==> config.mk <==
export PLATFORM = sky130hd
export DESIGN_NAME = three_wire_serial_master_flat
export DESIGN_NICKNAME = d
export VERILOG_FILES = /design/src/rtl/tws_pkg.sv /design/src/rtl/tws_if.sv /design/src/rtl/tws_in_stage.sv /design/src/rtl/tws_seq.sv /design/src/rtl/tws_out_stage.sv /design/src/rtl/three_wire_serial_master.sv /design/src/flat_wrapper.sv
export SDC_FILE = /design/constraint.sdc
export NUM_CORES = 1
export LEC_CHECK = 0
export ABC_AREA = 0
export BUFFER_PORTS_ARGS = -buffer_cell sky130_fd_sc_hd__buf_2
export CORE_MARGIN = 3
export CORE_UTILIZATION = 35
export CTS_BUF_LIST = sky130_fd_sc_hd__clkbuf_2 sky130_fd_sc_hd__clkbuf_4 sky130_fd_sc_hd__clkbuf_8
export DETAILED_ROUTE_END_ITERATION = 16
export PLACE_DENSITY_LB_ADDON = 0.08
export REMOVE_ABC_BUFFERS = 1
export SLEW_MARGIN = 5
export SYNTH_ARGS = -nofsm -noshare
export SYNTH_HDL_FRONTEND = slang
export SYNTH_SLANG_ARGS = --single-unit
export TNS_END_PERCENT = 10
==> constraint.sdc <==
create_clock -name clk -period 2.7 [get_ports clk]
set_input_delay 0.135 -clock clk [delete_from_list [all_inputs] [get_ports clk]]
set_output_delay 0.135 -clock clk [all_outputs]
set_load 0.005 [all_outputs]
==> src/rtl/tws_pkg.sv <==
// ----------------------------------------------------------------------------
// tws_pkg
// Shared types and constants of the three-wire serial master.
// ----------------------------------------------------------------------------
`default_nettype none

package tws_pkg;

  localparam int unsigned BITS_PER_BYTE  = 8;
  localparam int unsigned BIT_IDX_W      = $clog2(BITS_PER_BYTE);
  localparam int unsigned DELAY_W        = 16;
  localparam int unsigned COUNT_W        = 5;

  localparam logic [COUNT_W-1:0]   MAX_READ_BYTES   = 5'd31;
  localparam logic [DELAY_W-1:0]   HALF_PERIOD_RST  = 16'd100;
  localparam logic [BIT_IDX_W-1:0] LAST_BIT         = BIT_IDX_W'(BITS_PER_BYTE - 1);

  // request codes; code 3 behaves as a plain tick
  localparam logic [1:0] REQ_TICK  = 2'd0;
  localparam logic [1:0] REQ_WRITE = 2'd1;
  localparam logic [1:0] REQ_READ  = 2'd2;

  typedef struct packed {
    logic [1:0]         req_type;
    logic [7:0]         command;
    logic [7:0]         write_data;
    logic [COUNT_W-1:0] read_count;
    logic               data_in;
  } req_t;

  typedef struct packed {
    logic       chip_enable;
    logic       serial_clock;
    logic       data_out;
    logic       data_drive;
    logic       busy_res;
    logic       read_valid;
    logic [7:0] read_data;
    logic       read_last;
  } res_t;

endpackage

`default_nettype wire

==> src/rtl/tws_if.sv <==
// ----------------------------------------------------------------------------
// tws_if
// Valid/ready channels carrying request and result words.
// ----------------------------------------------------------------------------
`default_nettype none

interface tws_req_if;
  logic       valid;
  logic       ready;
  logic [1:0] req_type;
  logic [7:0] command;
  logic [7:0] write_data;
  logic [4:0] read_count;
  logic       data_in;

  modport source (output valid, req_type, command, write_data, read_count, data_in,
                  input ready);
  modport sink   (input valid, req_type, command, write_data, read_count, data_in,
                  output ready);
endinterface

interface tws_res_if;
  logic       valid;
  logic       ready;
  logic       chip_enable;
  logic       serial_clock;
  logic       data_out;
  logic       data_drive;
  logic       busy_res;
  logic       read_valid;
  logic [7:0] read_data;
  logic       read_last;

  modport source (output valid, chip_enable, serial_clock, data_out, data_drive,
                  busy_res, read_valid, read_data, read_last,
                  input ready);
  modport sink   (input valid, chip_enable, serial_clock, data_out, data_drive,
                  busy_res, read_valid, read_data, read_last,
                  output ready);
endinterface

`default_nettype wire

==> src/rtl/tws_in_stage.sv <==
// ----------------------------------------------------------------------------
// tws_in_stage
// Input register: holds one request word until the sequencer steps on it.
// ----------------------------------------------------------------------------
`default_nettype none

module tws_in_stage (
  input  wire logic          clk,
  input  wire logic          rst,
  tws_req_if.sink            req,
  input  wire logic          step,
  output logic               word_valid,
  output tws_pkg::req_t      word
);

  assign req.ready = !word_valid || step;

  always_ff @(posedge clk) begin
    if (rst) begin
      word_valid <= 1'b0;
    end else if (req.ready) begin
      word_valid <= req.valid;
    end
  end

  always_ff @(posedge clk) begin
    if (req.valid && req.ready) begin
      word.req_type   <= req.req_type;
      word.command    <= req.command;
      word.write_data <= req.write_data;
      word.read_count <= req.read_count;
      word.data_in    <= req.data_in;
    end
  end

endmodule

`default_nettype wire

==> src/rtl/tws_seq.sv <==
// ----------------------------------------------------------------------------
// tws_seq
// Pin sequencer: one tick per step, produces the pin levels after the tick.
// ----------------------------------------------------------------------------
`default_nettype none

module tws_seq (
  input  wire logic                         clk,
  input  wire logic                         rst,
  input  wire logic                         cfg_we,
  input  wire logic [tws_pkg::DELAY_W-1:0]  cfg_wdata,
  input  wire logic                         step,
  input  wire tws_pkg::req_t                word,
  output tws_pkg::res_t                     res_next
);

  typedef enum logic [2:0] {
    PH_IDLE, PH_START, PH_GAP, PH_WLOW, PH_WHIGH, PH_RLOW, PH_RHIGH
  } phase_t;

  phase_t                            phase, phase_next;
  logic [tws_pkg::DELAY_W-1:0]       half_period;
  logic [tws_pkg::DELAY_W-1:0]       delay_count, delay_count_next, delay_dec, delay_load;
  logic [tws_pkg::BIT_IDX_W-1:0]     bit_index, bit_index_next;
  logic [tws_pkg::COUNT_W-1:0]       bytes_left, bytes_left_next, bytes_dec;
  logic [7:0]                        shift_byte, shift_byte_next;
  logic [7:0]                        pending_data, pending_data_next;
  logic                              is_read, is_read_next;
  logic                              enable_level, enable_level_next;
  logic                              clock_level, clock_level_next;
  logic                              drive_level, drive_level_next;
  logic                              drive_enable, drive_enable_next;
  logic                              rvalid, rlast;
  logic [7:0]                        rdata;

  // zero delay acts as one tick
  assign delay_load = (half_period == '0) ? tws_pkg::DELAY_W'(1) : half_period;
  assign delay_dec  = tws_pkg::DELAY_W'(delay_count - tws_pkg::DELAY_W'(1));
  assign bytes_dec  = tws_pkg::COUNT_W'(bytes_left - tws_pkg::COUNT_W'(1));

  always_comb begin
    phase_next        = phase;
    delay_count_next  = delay_count;
    bit_index_next    = bit_index;
    bytes_left_next   = bytes_left;
    shift_byte_next   = shift_byte;
    pending_data_next = pending_data;
    is_read_next      = is_read;
    enable_level_next = enable_level;
    clock_level_next  = clock_level;
    drive_level_next  = drive_level;
    drive_enable_next = drive_enable;
    rvalid            = 1'b0;
    rlast             = 1'b0;
    rdata             = '0;

    if (phase == PH_IDLE) begin
      if (word.req_type inside {tws_pkg::REQ_WRITE, tws_pkg::REQ_READ}) begin
        is_read_next      = (word.req_type == tws_pkg::REQ_READ);
        shift_byte_next   = word.command;
        pending_data_next = word.write_data;
        if (word.req_type == tws_pkg::REQ_READ) begin
          bytes_left_next = (word.read_count > tws_pkg::MAX_READ_BYTES) ?
                            tws_pkg::MAX_READ_BYTES : word.read_count;
        end else begin
          bytes_left_next = tws_pkg::COUNT_W'(1);
        end
        bit_index_next    = '0;
        clock_level_next  = 1'b0;
        enable_level_next = 1'b0;
        phase_next        = PH_START;
        delay_count_next  = delay_load;
      end
    end else begin
      delay_count_next = delay_dec;
      if (delay_dec == '0) begin
        delay_count_next = delay_load;
        case (phase)
          PH_START: begin
            enable_level_next = 1'b1;
            drive_enable_next = 1'b1;
            bit_index_next    = '0;
            phase_next        = PH_GAP;
          end
          PH_GAP: begin
            drive_level_next = shift_byte[0];
            clock_level_next = 1'b0;
            phase_next       = PH_WLOW;
          end
          PH_WLOW: begin
            clock_level_next = 1'b1;
            shift_byte_next  = {1'b0, shift_byte[7:1]};
            phase_next       = PH_WHIGH;
          end
          PH_WHIGH: begin
            if (bit_index != tws_pkg::LAST_BIT) begin
              bit_index_next   = tws_pkg::BIT_IDX_W'(bit_index + tws_pkg::BIT_IDX_W'(1));
              drive_level_next = shift_byte[0];
              clock_level_next = 1'b0;
              phase_next       = PH_WLOW;
            end else if (is_read) begin
              if (bytes_left != '0) begin
                drive_enable_next = 1'b0;
                drive_level_next  = 1'b0;
                clock_level_next  = 1'b0;
                bit_index_next    = '0;
                shift_byte_next   = '0;
                phase_next        = PH_RLOW;
              end else begin
                enable_level_next = 1'b0;
                phase_next        = PH_IDLE;
              end
            end else if (bytes_left != '0) begin
              // command done, data byte follows after a gap
              bytes_left_next = '0;
              shift_byte_next = pending_data;
              bit_index_next  = '0;
              phase_next      = PH_GAP;
            end else begin
              enable_level_next = 1'b0;
              phase_next        = PH_IDLE;
            end
          end
          PH_RLOW: begin
            shift_byte_next[bit_index] = shift_byte[bit_index] | word.data_in;
            clock_level_next = 1'b1;
            phase_next       = PH_RHIGH;
          end
          PH_RHIGH: begin
            if (bit_index != tws_pkg::LAST_BIT) begin
              bit_index_next   = tws_pkg::BIT_IDX_W'(bit_index + tws_pkg::BIT_IDX_W'(1));
              clock_level_next = 1'b0;
              phase_next       = PH_RLOW;
            end else begin
              rvalid          = 1'b1;
              rdata           = shift_byte;
              bytes_left_next = bytes_dec;
              rlast           = (bytes_dec == '0);
              if (bytes_dec == '0) begin
                enable_level_next = 1'b0;
                phase_next        = PH_IDLE;
              end else begin
                drive_enable_next = 1'b0;
                drive_level_next  = 1'b0;
                clock_level_next  = 1'b0;
                bit_index_next    = '0;
                shift_byte_next   = '0;
                phase_next        = PH_RLOW;
              end
            end
          end
          default: begin
            enable_level_next = 1'b0;
            phase_next        = PH_IDLE;
          end
        endcase
      end
    end

    res_next.chip_enable  = enable_level_next;
    res_next.serial_clock = clock_level_next;
    res_next.data_out     = drive_level_next;
    res_next.data_drive   = drive_enable_next;
    res_next.busy_res     = (phase_next != PH_IDLE);
    res_next.read_valid   = rvalid;
    res_next.read_data    = rdata;
    res_next.read_last    = rlast;
  end

  always_ff @(posedge clk) begin
    if (rst) begin
      half_period <= tws_pkg::HALF_PERIOD_RST;
    end else if (cfg_we) begin
      half_period <= cfg_wdata;
    end
  end

  always_ff @(posedge clk) begin
    if (rst) begin
      phase        <= PH_IDLE;
      delay_count  <= '0;
      bit_index    <= '0;
      bytes_left   <= '0;
      shift_byte   <= '0;
      pending_data <= '0;
      is_read      <= 1'b0;
      enable_level <= 1'b0;
      clock_level  <= 1'b0;
      drive_level  <= 1'b0;
      drive_enable <= 1'b1;
    end else if (step) begin
      phase        <= phase_next;
      delay_count  <= delay_count_next;
      bit_index    <= bit_index_next;
      bytes_left   <= bytes_left_next;
      shift_byte   <= shift_byte_next;
      pending_data <= pending_data_next;
      is_read      <= is_read_next;
      enable_level <= enable_level_next;
      clock_level  <= clock_level_next;
      drive_level  <= drive_level_next;
      drive_enable <= drive_enable_next;
    end
  end

endmodule

`default_nettype wire

==> src/rtl/tws_out_stage.sv <==
// ----------------------------------------------------------------------------
// tws_out_stage
// Result register: holds one result word until the sink takes it.
// ----------------------------------------------------------------------------
`default_nettype none

module tws_out_stage (
  input  wire logic           clk,
  input  wire logic           rst,
  input  wire logic           step,
  input  wire tws_pkg::res_t  res_next,
  output logic                can_take,
  tws_res_if.source           res
);

  tws_pkg::res_t word;

  assign can_take = !res.valid || res.ready;

  always_ff @(posedge clk) begin
    if (rst) begin
      res.valid <= 1'b0;
    end else if (can_take) begin
      res.valid <= step;
    end
  end

  always_ff @(posedge clk) begin
    if (step) begin
      word <= res_next;
    end
  end

  assign res.chip_enable  = word.chip_enable;
  assign res.serial_clock = word.serial_clock;
  assign res.data_out     = word.data_out;
  assign res.data_drive   = word.data_drive;
  assign res.busy_res     = word.busy_res;
  assign res.read_valid   = word.read_valid;
  assign res.read_data    = word.read_data;
  assign res.read_last    = word.read_last;

endmodule

`default_nettype wire

==> src/rtl/three_wire_serial_master.sv <==
// ----------------------------------------------------------------------------
// three_wire_serial_master
// Tick-driven master for a chip-enable / clock / data three-wire link.
// ----------------------------------------------------------------------------
//   channel | dir | handshake        | word
//   req     | in  | valid / ready    | req_type, command, write_data,
//           |     |                  | read_count, data_in
//   res     | out | valid / ready    | pin levels, busy_res, read byte
//   cfg     | in  | cfg_we           | half_period_ticks (cfg_wdata)
//
// One request word in, one result word out, one word per cycle sustained while the sink takes every result.
// Path: input register, then sequencer into result register.
// The sequencer only steps when the result register is free or being taken.
// Synchronous reset: half period 100, link idle, data line driven low.
// ----------------------------------------------------------------------------
`default_nettype none

module three_wire_serial_master (
  input  wire logic                        clk,
  input  wire logic                        rst,
  tws_req_if.sink                          req,
  tws_res_if.source                        res,
  input  wire logic                        cfg_we,
  input  wire logic [tws_pkg::DELAY_W-1:0] cfg_wdata
);

  logic          word_valid;
  logic          can_take;
  logic          step;
  tws_pkg::req_t word;
  tws_pkg::res_t res_next;

  assign step = word_valid && can_take;

  tws_in_stage u_in (
    .clk        (clk),
    .rst        (rst),
    .req        (req),
    .step       (step),
    .word_valid (word_valid),
    .word       (word)
  );

  tws_seq u_seq (
    .clk       (clk),
    .rst       (rst),
    .cfg_we    (cfg_we),
    .cfg_wdata (cfg_wdata),
    .step      (step),
    .word      (word),
    .res_next  (res_next)
  );

  tws_out_stage u_out (
    .clk      (clk),
    .rst      (rst),
    .step     (step),
    .res_next (res_next),
    .can_take (can_take),
    .res      (res)
  );

endmodule

`default_nettype wire

==> src/flat_wrapper.sv <==
// flat-port wrapper written by rule: the top's interface ports become plain ports
module three_wire_serial_master_flat 
  (clk, rst, cfg_we, cfg_wdata, req_valid, req_req_type, req_command, req_write_data, req_read_count, req_data_in, req_ready, res_valid, res_chip_enable, res_serial_clock, res_data_out, res_data_drive, res_busy_res, res_read_valid, res_read_data, res_read_last, res_ready);
  tws_req_if req_i ();
  tws_res_if res_i ();
  input  wire logic clk;
  input  wire logic rst;
  input  wire logic cfg_we;
  input  wire logic [tws_pkg::DELAY_W-1:0] cfg_wdata;
  input wire logic [$bits(req_i.valid)-1:0] req_valid;
  input wire logic [$bits(req_i.req_type)-1:0] req_req_type;
  input wire logic [$bits(req_i.command)-1:0] req_command;
  input wire logic [$bits(req_i.write_data)-1:0] req_write_data;
  input wire logic [$bits(req_i.read_count)-1:0] req_read_count;
  input wire logic [$bits(req_i.data_in)-1:0] req_data_in;
  output wire logic [$bits(req_i.ready)-1:0] req_ready;
  output wire logic [$bits(res_i.valid)-1:0] res_valid;
  output wire logic [$bits(res_i.chip_enable)-1:0] res_chip_enable;
  output wire logic [$bits(res_i.serial_clock)-1:0] res_serial_clock;
  output wire logic [$bits(res_i.data_out)-1:0] res_data_out;
  output wire logic [$bits(res_i.data_drive)-1:0] res_data_drive;
  output wire logic [$bits(res_i.busy_res)-1:0] res_busy_res;
  output wire logic [$bits(res_i.read_valid)-1:0] res_read_valid;
  output wire logic [$bits(res_i.read_data)-1:0] res_read_data;
  output wire logic [$bits(res_i.read_last)-1:0] res_read_last;
  input wire logic [$bits(res_i.ready)-1:0] res_ready;
  assign req_i.valid = req_valid;
  assign req_i.req_type = req_req_type;
  assign req_i.command = req_command;
  assign req_i.write_data = req_write_data;
  assign req_i.read_count = req_read_count;
  assign req_i.data_in = req_data_in;
  assign req_ready = req_i.ready;
  assign res_valid = res_i.valid;
  assign res_chip_enable = res_i.chip_enable;
  assign res_serial_clock = res_i.serial_clock;
  assign res_data_out = res_i.data_out;
  assign res_data_drive = res_i.data_drive;
  assign res_busy_res = res_i.busy_res;
  assign res_read_valid = res_i.read_valid;
  assign res_read_data = res_i.read_data;
  assign res_read_last = res_i.read_last;
  assign res_i.ready = res_ready;
  three_wire_serial_master u_core (.clk(clk), .rst(rst), .req(req_i), .res(res_i), .cfg_we(cfg_we), .cfg_wdata(cfg_wdata));
endmodule
==> metrics <==
Worst Tran Pin Value=just under 0.6 ns; WL/cell=roughly 17 microns; largest net degree at the start of global routing=28; DRC viols=0; CP Max Fanout=6; gr ovfl total=0; count leader, synth=dfxtp_1; GP Congestion=between 0.9 and 1; MaxCap Viol Count=0; Synth Area in Simple Gates=0.227; filler instances=between 1k and 1.5k; DR iter-0 viols=roughly 350; synthesized cell area=between 0.005 and 0.006 sq mm; CTS tree=done; total power=3.36 mW; relative slew slack=0.602; total placed cells including tap cells=874; Post-synth top cells=dfxtp_1 (66), nor2_1 (63), nand2_1 (55); antenna-violating nets left=0; CP Launch Type=flop; WS Path Type=flop to flop; Layout area overhead=30.2%; DIE WIDTH=130 microns; CTS Sinks=105; row count=44; worst reg2reg path depth=8; Worst EP required=3.01 ns; vias per cell=5.50; sequential fraction of the synthesis area=0.462; Skew-Pair Late Insertion Delay=roughly 0.39 ns; Reg clk slew, reported paths=0.10 ns; Port Buffer Count=between 60 and 70; Fin. Hold Viols=0; Overall Global Routing Usage=0.184; RSZ-0062 raised after global routing=true; CTS Root Cell=clkbuf_8; mux cell area share after synthesis=0.0336; Setup TNS Final=0 ns; Hold Crit Class=input pin to flop; initial antenna violation count=0; ANT cells=0; status=finished, final reports clean; Nets=between 800 and 900; fraction of registers with async set/reset=0; Die Y=130 microns; Gate Count Post-Synth=609; first-pass GRT wire length=between 20 and 25 mm; Unique masters post-synth=65; Peak VDD IR=0.350 mV; Layout Skew=~0.016 ns; Worst EP arrival=around 3.0 ns; vias in the first global route=4,801; Synth area leader=dfxtp_1; Top FF cell, synth=dfxtp_1; main combinational cell family by area after synthesis=simple AND/OR/NAND/NOR gates; CTS Buffer Depth=2; crit path time final=2.70 ns; Die ar.=0.0170 sq mm; Power Density=477 mW/mm^2; total CTS buffers=9; first-pass iteration count of the detailed router=5; Critical Path Sink Type=flop; final setup violation count=0; Avg Cell Area, Syn=8.87 sq um; share of post-route cells with drive strength above 1=0.234; #FFs+latches synth=105; Final HPWL DP=11.0 mm; Final Cell Area=about 0.007 sq mm; Top-Level Pins=62; Total Routed Length=15.6 mm; H-tree depth=3; YS warnings=0; top cell type's share of synthesized area=0.245; Final Non-Filler Cells=939; core area=0.0148 sq mm; dpl cell area=0.00625 sq mm; leakage=roughly 2.6 nW; Initial Utilization=0.365; post-synthesis compound-gate area fraction=0.216; Period Utilization, post-route=0.999; Post-Synth XOR/XNOR Area=0.00324; ranking of synthesized cells by area=dfxtp_1 (24%), edfxtp_1 (22%), a21oi_1 (4.6%), nor2_1 (4.4%), nand2_1 (3.8%); via count=just over 5k; Post-synth EDFFs=39; f_max=around 370 MHz; Post-Synth Adder-Cell Area=0.0162; worst hold stages=4; max-slew violation count=0
where the power goes:
part | internal, mW | switching, mW | total (mW)
logic | 0.308 | 0.349 | 0.658
clock network | 0.357 | 0.564 | 0.921
registers | 1.72 | 0.0568 | 1.78
flip-flops by register name, indices dropped and copies added (netlist names), 3 cells and up:
name                        cells
u_core.u_in.word               24
u_core.u_seq.bytes_left         5
u_core.u_seq.bit_index          3
u_core.u_out.res.read_data      8
u_core.u_seq.shift_byte         8
u_core.u_seq.delay_count       16
u_core.u_seq.pending_data       8
u_core.u_seq.phase              3
u_core.u_seq.half_period       16
critical path: stages, from the launching register on:
cell	delay (ns)
dfxtp_2	0.33
or4_4	0.56
o21a_1	0.22
a2111oi_4	0.35
o2111ai_4	0.21
buf_12	0.19
a21bo_2	0.22
or3_1	0.38
a21oi_1	0.14
routing by layer:
| metal | global-route usage | wire length (microns) |
|---|---|---|
| met5 | 0 | 0 |
| met4 | 0.0556 | 320 |
| met3 | 0.0426 | 711 |
| met2 | 0.301 | 7380 |
| met1 | 0.243 | 7180 |
worst paths after layout:
path                                                    from                           end  slack (ns)
worst max-delay path             u_core.u_seq.delay_count[3]    u_core.u_seq.shift_byte[3]       0.002
worst min register to register  u_core.u_seq.pending_data[7]  u_core.u_seq.pending_data[7]        0.47
worst min-delay path                               res_ready        u_core.u_out.res.valid        0.05
worst max register to register   u_core.u_seq.delay_count[3]    u_core.u_seq.shift_byte[3]       0.002
cell families (layout without fill, tap and decap cells):
kind of cell | after synthesis | after routing
buffers and inverters | 59 | 205
multiplexers | 18 | 18
XOR/XNOR | 2 | 2
adder cells (fa/ha/maj) | 7 | 7
flip-flops | 105 | 105
AND/OR/NAND/NOR | 244 | 244
AO/OA/AOI/OAI | 174 | 174
final cells by class:
type,instances,area [sq um],share of cell area
multi-input cells,445,2770,0.394
flip-flops and latches,105,2500,0.355
repair buffers,172,1290,0.184
well taps,184,230,0.0328
clock buffers,10,131,0.0187
inverters,17,63.8,0.00908
clock inverters,6,46.3,0.00659
layout by cell type (no fill, tap or decap), drive strengths merged, types with 20 or more instances in the layout:
cell         instances
o21ai               42
nand2               55
dfxtp               66
nand3               20
nor3                27
inv                 20
edfxtp              39
a21oi               50
nor2                63
buf                130
dlygate4sd3         41
metrics by stage:
step | hold WS (ns) | utilization | worst slack [ns]
2_1_floorplan | 0.204 | - | -0.384
3_3_place_gp | 0.311 | 0.422 | -0.0238
3_5_place_dp | 0.315 | 0.422 | -0.0943
4_1_cts | 0.0270 | 0.463 | 0.00123
5_1_grt | 0.0642 | 0.475 | -0.0578
6_report | 0.0501 | 0.475 | 0.00208
what timing repair did:
| item | in CTS | in global routing |
|---|---|---|
| resized for setup | 4 | 31 |
| pin swaps | 1 | 9 |
| gates cloned | 0 | 1 |
| endpoints found under the setup margin | 28 | 39 |
| endpoints found under the hold margin | 41 | 0 |
| setup buffers | 0 | 7 |
| hold buffers | 41 | 0 |
Note: power is estimated with default switching activity, not from simulation.
